File: src/rtl/ffpa_pkg.sv
`timescale 1ns / 1ps
`default_nettype none
// ----------------------------------------------------------------------------
// First-fit page allocator package
// Shared widths, page mark codes, action codes and the command and status
// words between the controller and the datapath.
// ----------------------------------------------------------------------------
package ffpa_pkg;

    localparam int SIZE_W     = 16;
    localparam int PAGE_IDX_W = 10;
    localparam int ACT_W      = 2;
    localparam int PAGE_BYTES = 8;
    localparam int PAGE_SHIFT = 3;
    // Room for the rounded-up page count of the largest byte size.
    localparam int NEED_W     = SIZE_W - PAGE_SHIFT + 1;

    typedef logic [1:0] mark_t;

    localparam mark_t MARK_FREE  = 2'd0;
    localparam mark_t MARK_USED  = 2'd1;
    localparam mark_t MARK_START = 2'd2;
    localparam mark_t MARK_END   = 2'd3;

    localparam logic [ACT_W-1:0] ACT_ALLOC = 2'd0;
    localparam logic [ACT_W-1:0] ACT_WALK  = 2'd1;
    localparam logic [ACT_W-1:0] ACT_SIZED = 2'd2;

    typedef logic [2:0] op_t;

    localparam op_t OP_NONE  = 3'd0;
    localparam op_t OP_CLEAR = 3'd1;
    localparam op_t OP_LOAD  = 3'd2;
    localparam op_t OP_SCAN  = 3'd3;
    localparam op_t OP_FILL  = 3'd4;
    localparam op_t OP_WALK  = 3'd5;
    localparam op_t OP_ZERO  = 3'd6;

    typedef struct packed {
        op_t  op;
        logic set_res;
        logic res_ok;
        logic res_grant;
    } ffpa_cmd_t;

    typedef struct packed {
        logic [ACT_W-1:0] action;
        logic             need_bad;
        logic             page_out;
        logic             need_zero;
        logic             found;
        logic             scan_fail;
        logic             fill_last;
        logic             walk_done;
        logic             zero_last;
        logic             clear_last;
    } ffpa_sts_t;

endpackage
`default_nettype wire

File: src/rtl/ffpa_ctrl.sv
`timescale 1ns / 1ps
`default_nettype none
// ----------------------------------------------------------------------------
// First-fit page allocator controller
// Sequences the clearing pass, the allocate scan and fill, and both kinds of
// free, and raises the result strobe.
// ----------------------------------------------------------------------------
module ffpa_ctrl
    import ffpa_pkg::*;
(
    input  wire logic      clk,
    input  wire logic      rst_n,
    input  wire logic      start,
    input  wire ffpa_sts_t sts,
    output ffpa_cmd_t      cmd,
    output logic           busy,
    output logic           done
);

    localparam logic [2:0] S_INIT = 3'd0;
    localparam logic [2:0] S_IDLE = 3'd1;
    localparam logic [2:0] S_DISP = 3'd2;
    localparam logic [2:0] S_SCAN = 3'd3;
    localparam logic [2:0] S_FILL = 3'd4;
    localparam logic [2:0] S_WALK = 3'd5;
    localparam logic [2:0] S_ZERO = 3'd6;
    localparam logic [2:0] S_DONE = 3'd7;

    logic [2:0] state_reg;
    logic [2:0] state_next;

    always_ff @(posedge clk or negedge rst_n)
    begin
        if (!rst_n)
        begin
            state_reg <= S_INIT;
        end
        else
        begin
            state_reg <= state_next;
        end
    end

    always_comb
    begin
        state_next = state_reg;
        cmd        = '0;
        case (state_reg)
            S_INIT:
            begin
                cmd.op = OP_CLEAR;
                if (sts.clear_last)
                begin
                    state_next = S_IDLE;
                end
            end
            S_IDLE:
            begin
                if (start)
                begin
                    cmd.op     = OP_LOAD;
                    state_next = S_DISP;
                end
            end
            S_DISP:
            begin
                case (sts.action)
                    ACT_ALLOC:
                    begin
                        if (sts.need_bad)
                        begin
                            cmd.set_res = 1'b1;
                            state_next  = S_DONE;
                        end
                        else
                        begin
                            state_next = S_SCAN;
                        end
                    end
                    ACT_WALK:
                    begin
                        if (sts.page_out)
                        begin
                            cmd.set_res = 1'b1;
                            cmd.res_ok  = 1'b1;
                            state_next  = S_DONE;
                        end
                        else
                        begin
                            state_next = S_WALK;
                        end
                    end
                    ACT_SIZED:
                    begin
                        if (sts.page_out || sts.need_zero)
                        begin
                            cmd.set_res = 1'b1;
                            cmd.res_ok  = 1'b1;
                            state_next  = S_DONE;
                        end
                        else
                        begin
                            state_next = S_ZERO;
                        end
                    end
                    default:
                    begin
                        cmd.set_res = 1'b1;
                        state_next  = S_DONE;
                    end
                endcase
            end
            S_SCAN:
            begin
                cmd.op = OP_SCAN;
                if (sts.found)
                begin
                    state_next = S_FILL;
                end
                else if (sts.scan_fail)
                begin
                    cmd.set_res = 1'b1;
                    state_next  = S_DONE;
                end
            end
            S_FILL:
            begin
                cmd.op = OP_FILL;
                if (sts.fill_last)
                begin
                    cmd.set_res   = 1'b1;
                    cmd.res_ok    = 1'b1;
                    cmd.res_grant = 1'b1;
                    state_next    = S_DONE;
                end
            end
            S_WALK:
            begin
                cmd.op = OP_WALK;
                if (sts.walk_done)
                begin
                    cmd.set_res = 1'b1;
                    cmd.res_ok  = 1'b1;
                    state_next  = S_DONE;
                end
            end
            S_ZERO:
            begin
                cmd.op = OP_ZERO;
                if (sts.zero_last)
                begin
                    cmd.set_res = 1'b1;
                    cmd.res_ok  = 1'b1;
                    state_next  = S_DONE;
                end
            end
            S_DONE:
            begin
                state_next = S_IDLE;
            end
            default:
            begin
                state_next = S_INIT;
            end
        endcase
    end

    assign busy = (state_reg != S_IDLE);
    assign done = (state_reg == S_DONE);

`ifndef SYNTH
    a_start_busy: assert property (@(posedge clk) disable iff (!rst_n)
        (start && !busy) |=> (busy && !done))
        else $error("accepted word did not make the block busy");

    a_done_idle: assert property (@(posedge clk) disable iff (!rst_n)
        done |=> !busy)
        else $error("block did not return to idle after a result");

    a_busy_fall: assert property (@(posedge clk) disable iff (!rst_n)
        $fell(busy) |-> ($past(done) || ($past(state_reg) == S_INIT)))
        else $error("busy dropped without a result or the end of the clearing pass");
`endif

endmodule
`default_nettype wire

File: src/rtl/ffpa_dpath.sv
`timescale 1ns / 1ps
`default_nettype none
// ----------------------------------------------------------------------------
// First-fit page allocator datapath
// Page mark memory with one write and one registered read port, the scan
// pointer, run counter and result registers.
// ----------------------------------------------------------------------------
module ffpa_dpath
    import ffpa_pkg::*;
#(
    parameter int PAGE_COUNT = 1024
)
(
    input  wire logic                  clk,
    input  wire logic                  rst_n,
    input  wire logic [ACT_W-1:0]      action,
    input  wire logic [SIZE_W-1:0]     size_bytes,
    input  wire logic [PAGE_IDX_W-1:0] page_index,
    input  wire ffpa_cmd_t             cmd,
    output ffpa_sts_t                  sts,
    output logic                       ok,
    output logic [PAGE_IDX_W-1:0]      start_page
);

    localparam int IDX_W = $clog2(PAGE_COUNT);
    localparam int CNT_W = $clog2(PAGE_COUNT + 1);
    localparam int CMP_W = ((CNT_W > NEED_W) ? CNT_W : NEED_W) + 1;

    localparam logic [IDX_W-1:0] LAST_IDX = IDX_W'(PAGE_COUNT - 1);
    localparam logic [CNT_W-1:0] COUNT_C  = CNT_W'(PAGE_COUNT);
    localparam logic [CNT_W-1:0] LAST_C   = CNT_W'(PAGE_COUNT - 1);
    localparam logic [CMP_W-1:0] COUNT_W  = CMP_W'(PAGE_COUNT);
    localparam logic [CMP_W-1:0] LAST_W   = CMP_W'(PAGE_COUNT - 1);

    mark_t page_mem [0:PAGE_COUNT-1];

    logic [ACT_W-1:0]      act_reg;
    logic [NEED_W-1:0]     need_reg;
    logic [PAGE_IDX_W-1:0] page_reg;
    logic [CNT_W-1:0]      ptr_reg;
    logic [CNT_W-1:0]      ptr_next;
    logic [IDX_W-1:0]      chk_reg;
    logic                  chk_vld_reg;
    logic                  chk_vld_next;
    logic [NEED_W-1:0]     run_reg;
    logic [NEED_W-1:0]     run_next;
    logic [IDX_W-1:0]      head_reg;
    logic [IDX_W-1:0]      head_next;
    mark_t                 rd_mark_reg;
    logic                  ok_reg;
    logic [PAGE_IDX_W-1:0] start_reg;

    logic [SIZE_W:0]       round_sum;
    logic [NEED_W-1:0]     need_load;
    logic [CMP_W-1:0]      page_in_ext;
    logic [CMP_W-1:0]      page_ext;
    logic [CMP_W-1:0]      head_ext;
    logic [CMP_W-1:0]      fill_sum;
    logic [CMP_W-1:0]      zero_sum;
    logic [NEED_W-1:0]     need_m1;
    logic [NEED_W-1:0]     run_p1;
    logic                  rd_free;
    logic                  issue;
    logic                  found;
    logic                  mem_we;
    logic [IDX_W-1:0]      mem_waddr;
    mark_t                 mem_wdata;

    always_comb
    begin
        round_sum   = {1'b0, size_bytes} + (SIZE_W + 1)'(PAGE_BYTES - 1);
        if (action == ACT_SIZED)
        begin
            need_load = NEED_W'(size_bytes >> PAGE_SHIFT);
        end
        else
        begin
            need_load = NEED_W'(round_sum >> PAGE_SHIFT);
        end
        page_in_ext = CMP_W'(page_index);
        page_ext    = CMP_W'(page_reg);
        head_ext    = CMP_W'(head_reg);
        fill_sum    = head_ext + CMP_W'(run_reg);
        zero_sum    = page_ext + CMP_W'(run_reg);
        need_m1     = need_reg - NEED_W'(1);
        run_p1      = run_reg + NEED_W'(1);
        rd_free     = (rd_mark_reg == MARK_FREE);
        issue       = ((cmd.op == OP_SCAN) || (cmd.op == OP_WALK)) && (ptr_reg < COUNT_C);
        found       = chk_vld_reg && rd_free && (run_p1 == need_reg);
    end

    always_comb
    begin
        sts.action     = act_reg;
        sts.need_bad   = (need_reg == '0) || (CMP_W'(need_reg) > COUNT_W);
        sts.page_out   = (page_ext >= COUNT_W);
        sts.need_zero  = (need_reg == '0);
        sts.found      = found;
        sts.scan_fail  = chk_vld_reg && !found && (chk_reg == LAST_IDX);
        sts.fill_last  = (run_reg == need_m1);
        sts.walk_done  = chk_vld_reg
                         && (rd_free || (rd_mark_reg == MARK_END) || (chk_reg == LAST_IDX));
        sts.zero_last  = (run_reg == need_m1) || (zero_sum == LAST_W);
        sts.clear_last = (ptr_reg == LAST_C);
    end

    // Pointer, run counter and head of the current free run.
    always_comb
    begin
        ptr_next     = ptr_reg;
        run_next     = run_reg;
        head_next    = head_reg;
        chk_vld_next = issue;
        case (cmd.op)
            OP_CLEAR:
            begin
                ptr_next = ptr_reg + CNT_W'(1);
            end
            OP_LOAD:
            begin
                run_next = '0;
                if (action == ACT_ALLOC)
                begin
                    ptr_next = '0;
                end
                else
                begin
                    ptr_next = page_in_ext[CNT_W-1:0];
                end
            end
            OP_SCAN:
            begin
                if (issue)
                begin
                    ptr_next = ptr_reg + CNT_W'(1);
                end
                if (chk_vld_reg)
                begin
                    if (rd_free)
                    begin
                        if (run_reg == '0)
                        begin
                            head_next = chk_reg;
                        end
                        // The run counter becomes the fill offset once a run fits.
                        run_next = found ? '0 : run_p1;
                    end
                    else
                    begin
                        run_next = '0;
                    end
                end
            end
            OP_WALK:
            begin
                if (issue)
                begin
                    ptr_next = ptr_reg + CNT_W'(1);
                end
            end
            OP_FILL, OP_ZERO:
            begin
                run_next = run_p1;
            end
            default:
            begin
                ptr_next = ptr_reg;
            end
        endcase
    end

    always_comb
    begin
        mem_we    = 1'b0;
        mem_waddr = ptr_reg[IDX_W-1:0];
        mem_wdata = MARK_FREE;
        case (cmd.op)
            OP_CLEAR:
            begin
                mem_we = 1'b1;
            end
            OP_FILL:
            begin
                mem_we    = 1'b1;
                mem_waddr = fill_sum[IDX_W-1:0];
                if (run_reg == need_m1)
                begin
                    mem_wdata = MARK_END;
                end
                else if (run_reg == '0)
                begin
                    mem_wdata = MARK_START;
                end
                else
                begin
                    mem_wdata = MARK_USED;
                end
            end
            OP_WALK:
            begin
                mem_we    = chk_vld_reg && !rd_free;
                mem_waddr = chk_reg;
            end
            OP_ZERO:
            begin
                mem_we    = 1'b1;
                mem_waddr = zero_sum[IDX_W-1:0];
            end
            default:
            begin
                mem_we = 1'b0;
            end
        endcase
    end

    always_ff @(posedge clk)
    begin
        if (mem_we)
        begin
            page_mem[mem_waddr] <= mem_wdata;
        end
        if (issue)
        begin
            rd_mark_reg <= page_mem[ptr_reg[IDX_W-1:0]];
        end
    end

    always_ff @(posedge clk or negedge rst_n)
    begin
        if (!rst_n)
        begin
            ptr_reg     <= '0;
            run_reg     <= '0;
            chk_vld_reg <= 1'b0;
        end
        else
        begin
            ptr_reg     <= ptr_next;
            run_reg     <= run_next;
            chk_vld_reg <= chk_vld_next;
        end
    end

    always_ff @(posedge clk)
    begin
        head_reg <= head_next;
        if (issue)
        begin
            chk_reg <= ptr_reg[IDX_W-1:0];
        end
        if (cmd.op == OP_LOAD)
        begin
            act_reg  <= action;
            need_reg <= need_load;
            page_reg <= page_index;
        end
        if (cmd.set_res)
        begin
            ok_reg    <= cmd.res_ok;
            start_reg <= cmd.res_grant ? head_ext[PAGE_IDX_W-1:0] : '0;
        end
    end

    assign ok         = ok_reg;
    assign start_page = start_reg;

`ifndef SYNTH
    a_rw_apart: assert property (@(posedge clk) disable iff (!rst_n)
        (mem_we && issue) |-> (mem_waddr != ptr_reg[IDX_W-1:0]))
        else $error("mark write and read-ahead hit the same page");

    a_chk_follows: assert property (@(posedge clk) disable iff (!rst_n)
        chk_vld_reg |-> ((CNT_W'(chk_reg) + CNT_W'(1)) == ptr_reg))
        else $error("checked page is not the one before the read pointer");

    a_fill_range: assert property (@(posedge clk) disable iff (!rst_n)
        (cmd.op == OP_FILL) |-> (fill_sum < COUNT_W))
        else $error("block fill ran past the end of the table");
`endif

endmodule
`default_nettype wire

File: src/rtl/first_fit_page_allocator.sv
`timescale 1ns / 1ps
`default_nettype none
// ----------------------------------------------------------------------------
// First-fit page allocator
// Keeps a two-bit mark per page, grants the first free run that fits a byte
// size, and frees blocks by walking marks or by a given byte size.
// ----------------------------------------------------------------------------
//  Channel   Handshake              Fields
//  command   start, busy            action, size_bytes, page_index
//  result    done (one-cycle pulse) ok, start_page
//
// After reset a clearing pass writes every page free, one page a cycle, so
// busy stays high until the pass ends and no word is taken before then.
// A word is taken when start is high and busy is low; its result follows.
// Allocate scans for the first free run that fits, then marks its pages.
// Walking free clears marks up to an end mark, a free page or the last page.
// Sized free clears whole pages. The mark memory's single read port sets the
// pace. The result is shown for one cycle only; the receiver cannot stall it.
// ----------------------------------------------------------------------------
module first_fit_page_allocator
    import ffpa_pkg::*;
#(
    parameter int PAGE_COUNT = 1024
)
(
    input  wire logic                  clk,
    input  wire logic                  rst_n,
    input  wire logic                  start,
    output logic                       busy,
    input  wire logic [ACT_W-1:0]      action,
    input  wire logic [SIZE_W-1:0]     size_bytes,
    input  wire logic [PAGE_IDX_W-1:0] page_index,
    output logic                       done,
    output logic                       ok,
    output logic [PAGE_IDX_W-1:0]      start_page
);

    ffpa_cmd_t cmd;
    ffpa_sts_t sts;

    ffpa_ctrl u_ctrl (
        .clk   (clk),
        .rst_n (rst_n),
        .start (start),
        .sts   (sts),
        .cmd   (cmd),
        .busy  (busy),
        .done  (done)
    );

    ffpa_dpath #(
        .PAGE_COUNT (PAGE_COUNT)
    ) u_dpath (
        .clk        (clk),
        .rst_n      (rst_n),
        .action     (action),
        .size_bytes (size_bytes),
        .page_index (page_index),
        .cmd        (cmd),
        .sts        (sts),
        .ok         (ok),
        .start_page (start_page)
    );

endmodule
`default_nettype wire

File: config.mk
export PLATFORM = sky130hd
export DESIGN_NAME = first_fit_page_allocator
export DESIGN_NICKNAME = d
export VERILOG_FILES = /design/src/rtl/ffpa_pkg.sv /design/src/rtl/ffpa_ctrl.sv /design/src/rtl/ffpa_dpath.sv /design/src/rtl/first_fit_page_allocator.sv
export SDC_FILE = /design/constraint.sdc
export NUM_CORES = 2
export LEC_CHECK = 0
export BUFFER_PORTS_ARGS = -buffer_cell sky130_fd_sc_hd__buf_4
export CAP_MARGIN = 20
export CORE_MARGIN = 2
export CORE_UTILIZATION = 55
export CTS_BUF_LIST = sky130_fd_sc_hd__clkbuf_8
export DETAILED_ROUTE_END_ITERATION = 10
export GPL_ROUTABILITY_DRIVEN = 0
export PLACE_DENSITY_LB_ADDON = 0.08
export SYNTH_ARGS = -nofsm -noshare
export SYNTH_HDL_FRONTEND = slang
export SYNTH_SLANG_ARGS = --single-unit
File: constraint.sdc
create_clock -name clk -period 34.1 [get_ports clk]
set_input_delay 10.23 -clock clk [delete_from_list [all_inputs] [get_ports clk]]
set_output_delay 10.23 -clock clk [all_outputs]
set_load 0.01 [all_outputs]
==> run summary <==
FFs w/ async S/R, synth = 0.0136
Largest register FFs = 2048
DP Wirelength = 166000 microns
worst-margin pin slew = 1.19 ns
Critical Path RT = 23.87 ns
worst min-delay path category = flip-flop to flip-flop
yosys warns = 0
Lkg Pwr = 0.0304 uW
maxcap violations = 0
starting density of the core = 0.553
Gate power share = 0.418
cts bufs inserted = 363
RR Endpoint = u_dpath.page_mem[332][1]
post-DR vias/cell = 7.10
Syn Inst Count = 5806
Worst Path Arrival = 2.84 ns
Setup Crit Path Kind = flip-flop to output pin
Internal = 5110 uW
post-route cell area = 0.102 sq mm
power share of the clock group = 0.232
Max IR drop VDD = 0.134 mV
Sw Pwr = 3990 uW
worst r2r path cells = 14
cell row count = 151
EDFF count, synth = 2107
Synthesized Nets = 5867
wire per inst = 34.3 microns
CTS tree = done
share of power burned in registers = 0.351
Root Buffer = clkbuf_8
area of placed instances = 0.0955 sq mm
FF-to-FF Start = u_dpath.need_reg[0]
largest net degree at the start of global routing = 251
post-CTS setup buffers = 0
PostCTS Resize Cnt = 0
Primary FF master, synth = edfxtp_1
Critical Path Sink Type = output pin
first-pass GRT wire length = 407000 microns
Max clock buf depth = 4
share of layout cells above drive strength 1 = 0.196
outcome = complete, no violations
number of routed nets with antenna violations = 0
Max Fclk = 76.5 MHz
FF-to-FF setup slack = 25.71 ns
synthesis-to-finish area growth = 9.03%
slew margin rel. = 0.196
DR iter-0 viols = 8481
RSZ-0062 raised after global routing = false
Residual DRC = 0
Buffers on Ports = 43
Clock Skew = 0.0497 ns
overflow left after global routing = 0
Hold WS = 0.489 ns
final hold violation count = 0
final net count = 5840
Num Clock Sinks = 2136
vias = 58600
Critical Path Source = u_ctrl.state_reg[2]
Critical path destination = done
Vert. Die Dim = 416 microns
setup violators final = 0
H-Tree Depth = 5
worst skew pair latency = 1.07 ns
library cells used by synthesis = 88
Hold-fix buffers, CTS = 0
initial antenna violation count = 7
die area = 0.173 sq mm
worst-path fanout max = 51
Sw Ratio = 0.438
synthesized area per cell = 16.1 sq um
register area share after synthesis = 0.684
All-Layer GR Usage = 0.325
First-pass DRT Iterations = 8
Clock transition at path regs = 0.07 ns
Slew Limit Fails = 0
die width = 416 microns
core area = 0.169 sq mm
min cycle time layout = 13.07 ns
Final period util = 0.383
CP startpoint kind = flip-flop
I/O Pins = 44
filler cell count in the final layout = 12700
Pwr Density = 89.2 mW/mm^2
Post-Route WL = 283000 microns
Syn Std Cell Area = 0.0935 sq mm
vias in the first global route = 57200
synthesized flop and latch total = 2136
kinds of logic (layout without fill, tap and decap cells):
logic type / count (synthesis) / in the layout / synth area share
adder cells (fa/ha/maj): 30 / 30 / 0.00417
XOR/XNOR: 53 / 53 / 0.00496
multiplexers: 648 / 648 / 0.128
other: 0 / 7 / 0
AND/OR/NAND/NOR: 1646 / 1646 / 0.0964
AO/OA/AOI/OAI: 634 / 634 / 0.0495
flip-flops: 2136 / 2136 / 0.684
buffers and inverters: 659 / 886 / 0.0325
worst max-delay path, stage by stage, from the launching register on:
cell	delay (ns)
dfrtp_2	0.34
buf_4	0.51
inv_1	0.43
nor2_1	0.34
buf_4	0.18
worst min-delay path by stage:
stage / startpoint / endpoint / slack (ns) / cells after the start
floorplan: u_dpath.ptr_reg[7] / u_dpath.chk_reg[7] / 0.42 / 0
global placement: u_dpath.chk_reg[0] / u_dpath.head_reg[0] / 0.48 / 0
detailed placement: u_dpath.chk_reg[9] / u_dpath.head_reg[9] / 0.48 / 0
CTS: u_dpath.chk_reg[0] / u_dpath.head_reg[0] / 0.49 / 0
global route: u_dpath.chk_reg[0] / u_dpath.head_reg[0] / 0.50 / 0
finish: u_dpath.chk_reg[0] / u_dpath.head_reg[0] / 0.49 / 0
per-layer routing:
metal / part of all wire / wire length (microns) / track usage / up-vias
li1: - / - / - / 24100
met1: 0.39 / 110000 / 0.459 / 30200
met2: 0.47 / 132000 / 0.502 / 3716
met3: 0.11 / 30000 / 0.0697 / 593
met4: 0.038 / 10700 / 0.118 / 2
met5: 0.000046 / 13 / 0 / -
power groups by stage:
stage          clock (uW)  sequential [uW]  combinational, uW
2_1_floorplan           0             3560               2370
3_3_place_gp            0             3240               3700
3_5_place_dp            0             3240               3710
4_1_cts              2140             3190               3720
5_1_grt              2240             3190               3920
6_report             2110             3190               3800
metrics by stage:
stage                     instances   util  TNS (ns)  power [uW]  setup slack (ns)
final                          8258  0.603         0        9100             21.03
after global placement         7627  0.565         0        6940             21.76
after global routing           8252  0.603         0        9360             20.94
after detailed placement       7628  0.565         0        6950             21.79
after CTS                      8247  0.603         0        9040             21.02
after floorplan                5806      -  -2220.53        5930             -1.08
cells in the mapped netlist (all sizes together) (23+ instances only):
library cell / count / area, sq um
edfxtp: 2107 / 63300
a21oi: 121 / 613
a31oi: 30 / 188
o22ai: 26 / 169
xnor2: 36 / 315
nor3: 417 / 2090
nand2: 175 / 657
ha: 28 / 350
nand3: 113 / 566
o2111ai: 28 / 245
a22o: 33 / 289
inv: 39 / 146
mux2i: 201 / 2010
mux4: 439 / 9890
nand4: 57 / 357
and2: 25 / 156
a22oi: 85 / 638
nor2: 114 / 428
nor2b: 23 / 144
buf: 266 / 1570
a211oi: 42 / 325
o21ai: 70 / 354
a221oi: 52 / 473
dfrtp: 29 / 726
nor4: 628 / 3930
clkbuf: 353 / 1330
cell usage in the layout (no fill, tap or decap), types with 38 or more instances in the layout:
master,Yosys,routed
clkinv_1,1,88
a221oi_1,51,51
clkbuf_8,0,370
a22oi_1,85,85
clkinv_2,0,38
mux2i_1,201,201
buf_4,30,213
edfxtp_1,2107,2107
nor2_1,114,108
nor4_1,628,628
nand4_1,57,57
o21ai_0,66,66
a21oi_1,119,117
mux4_2,439,439
nor3_1,417,416
nand2_1,175,161
nand3_1,113,111
inv_1,38,141
a211oi_1,40,40
layout make-up:
cell class | count | area [sq um] | share of cell area
sequential | 2136 | 64000 | 0.628
multi-input combinational | 3011 | 26700 | 0.262
clock buffer | 370 | 5090 | 0.0499
tap | 2218 | 2780 | 0.0272
timing repair buffer | 227 | 1870 | 0.0184
clock inverter | 249 | 1310 | 0.0128
inverter | 40 | 153 | 0.00150
antenna | 7 | 17.5 | 0.000172
Note: power is estimated with default switching activity, not from simulation.
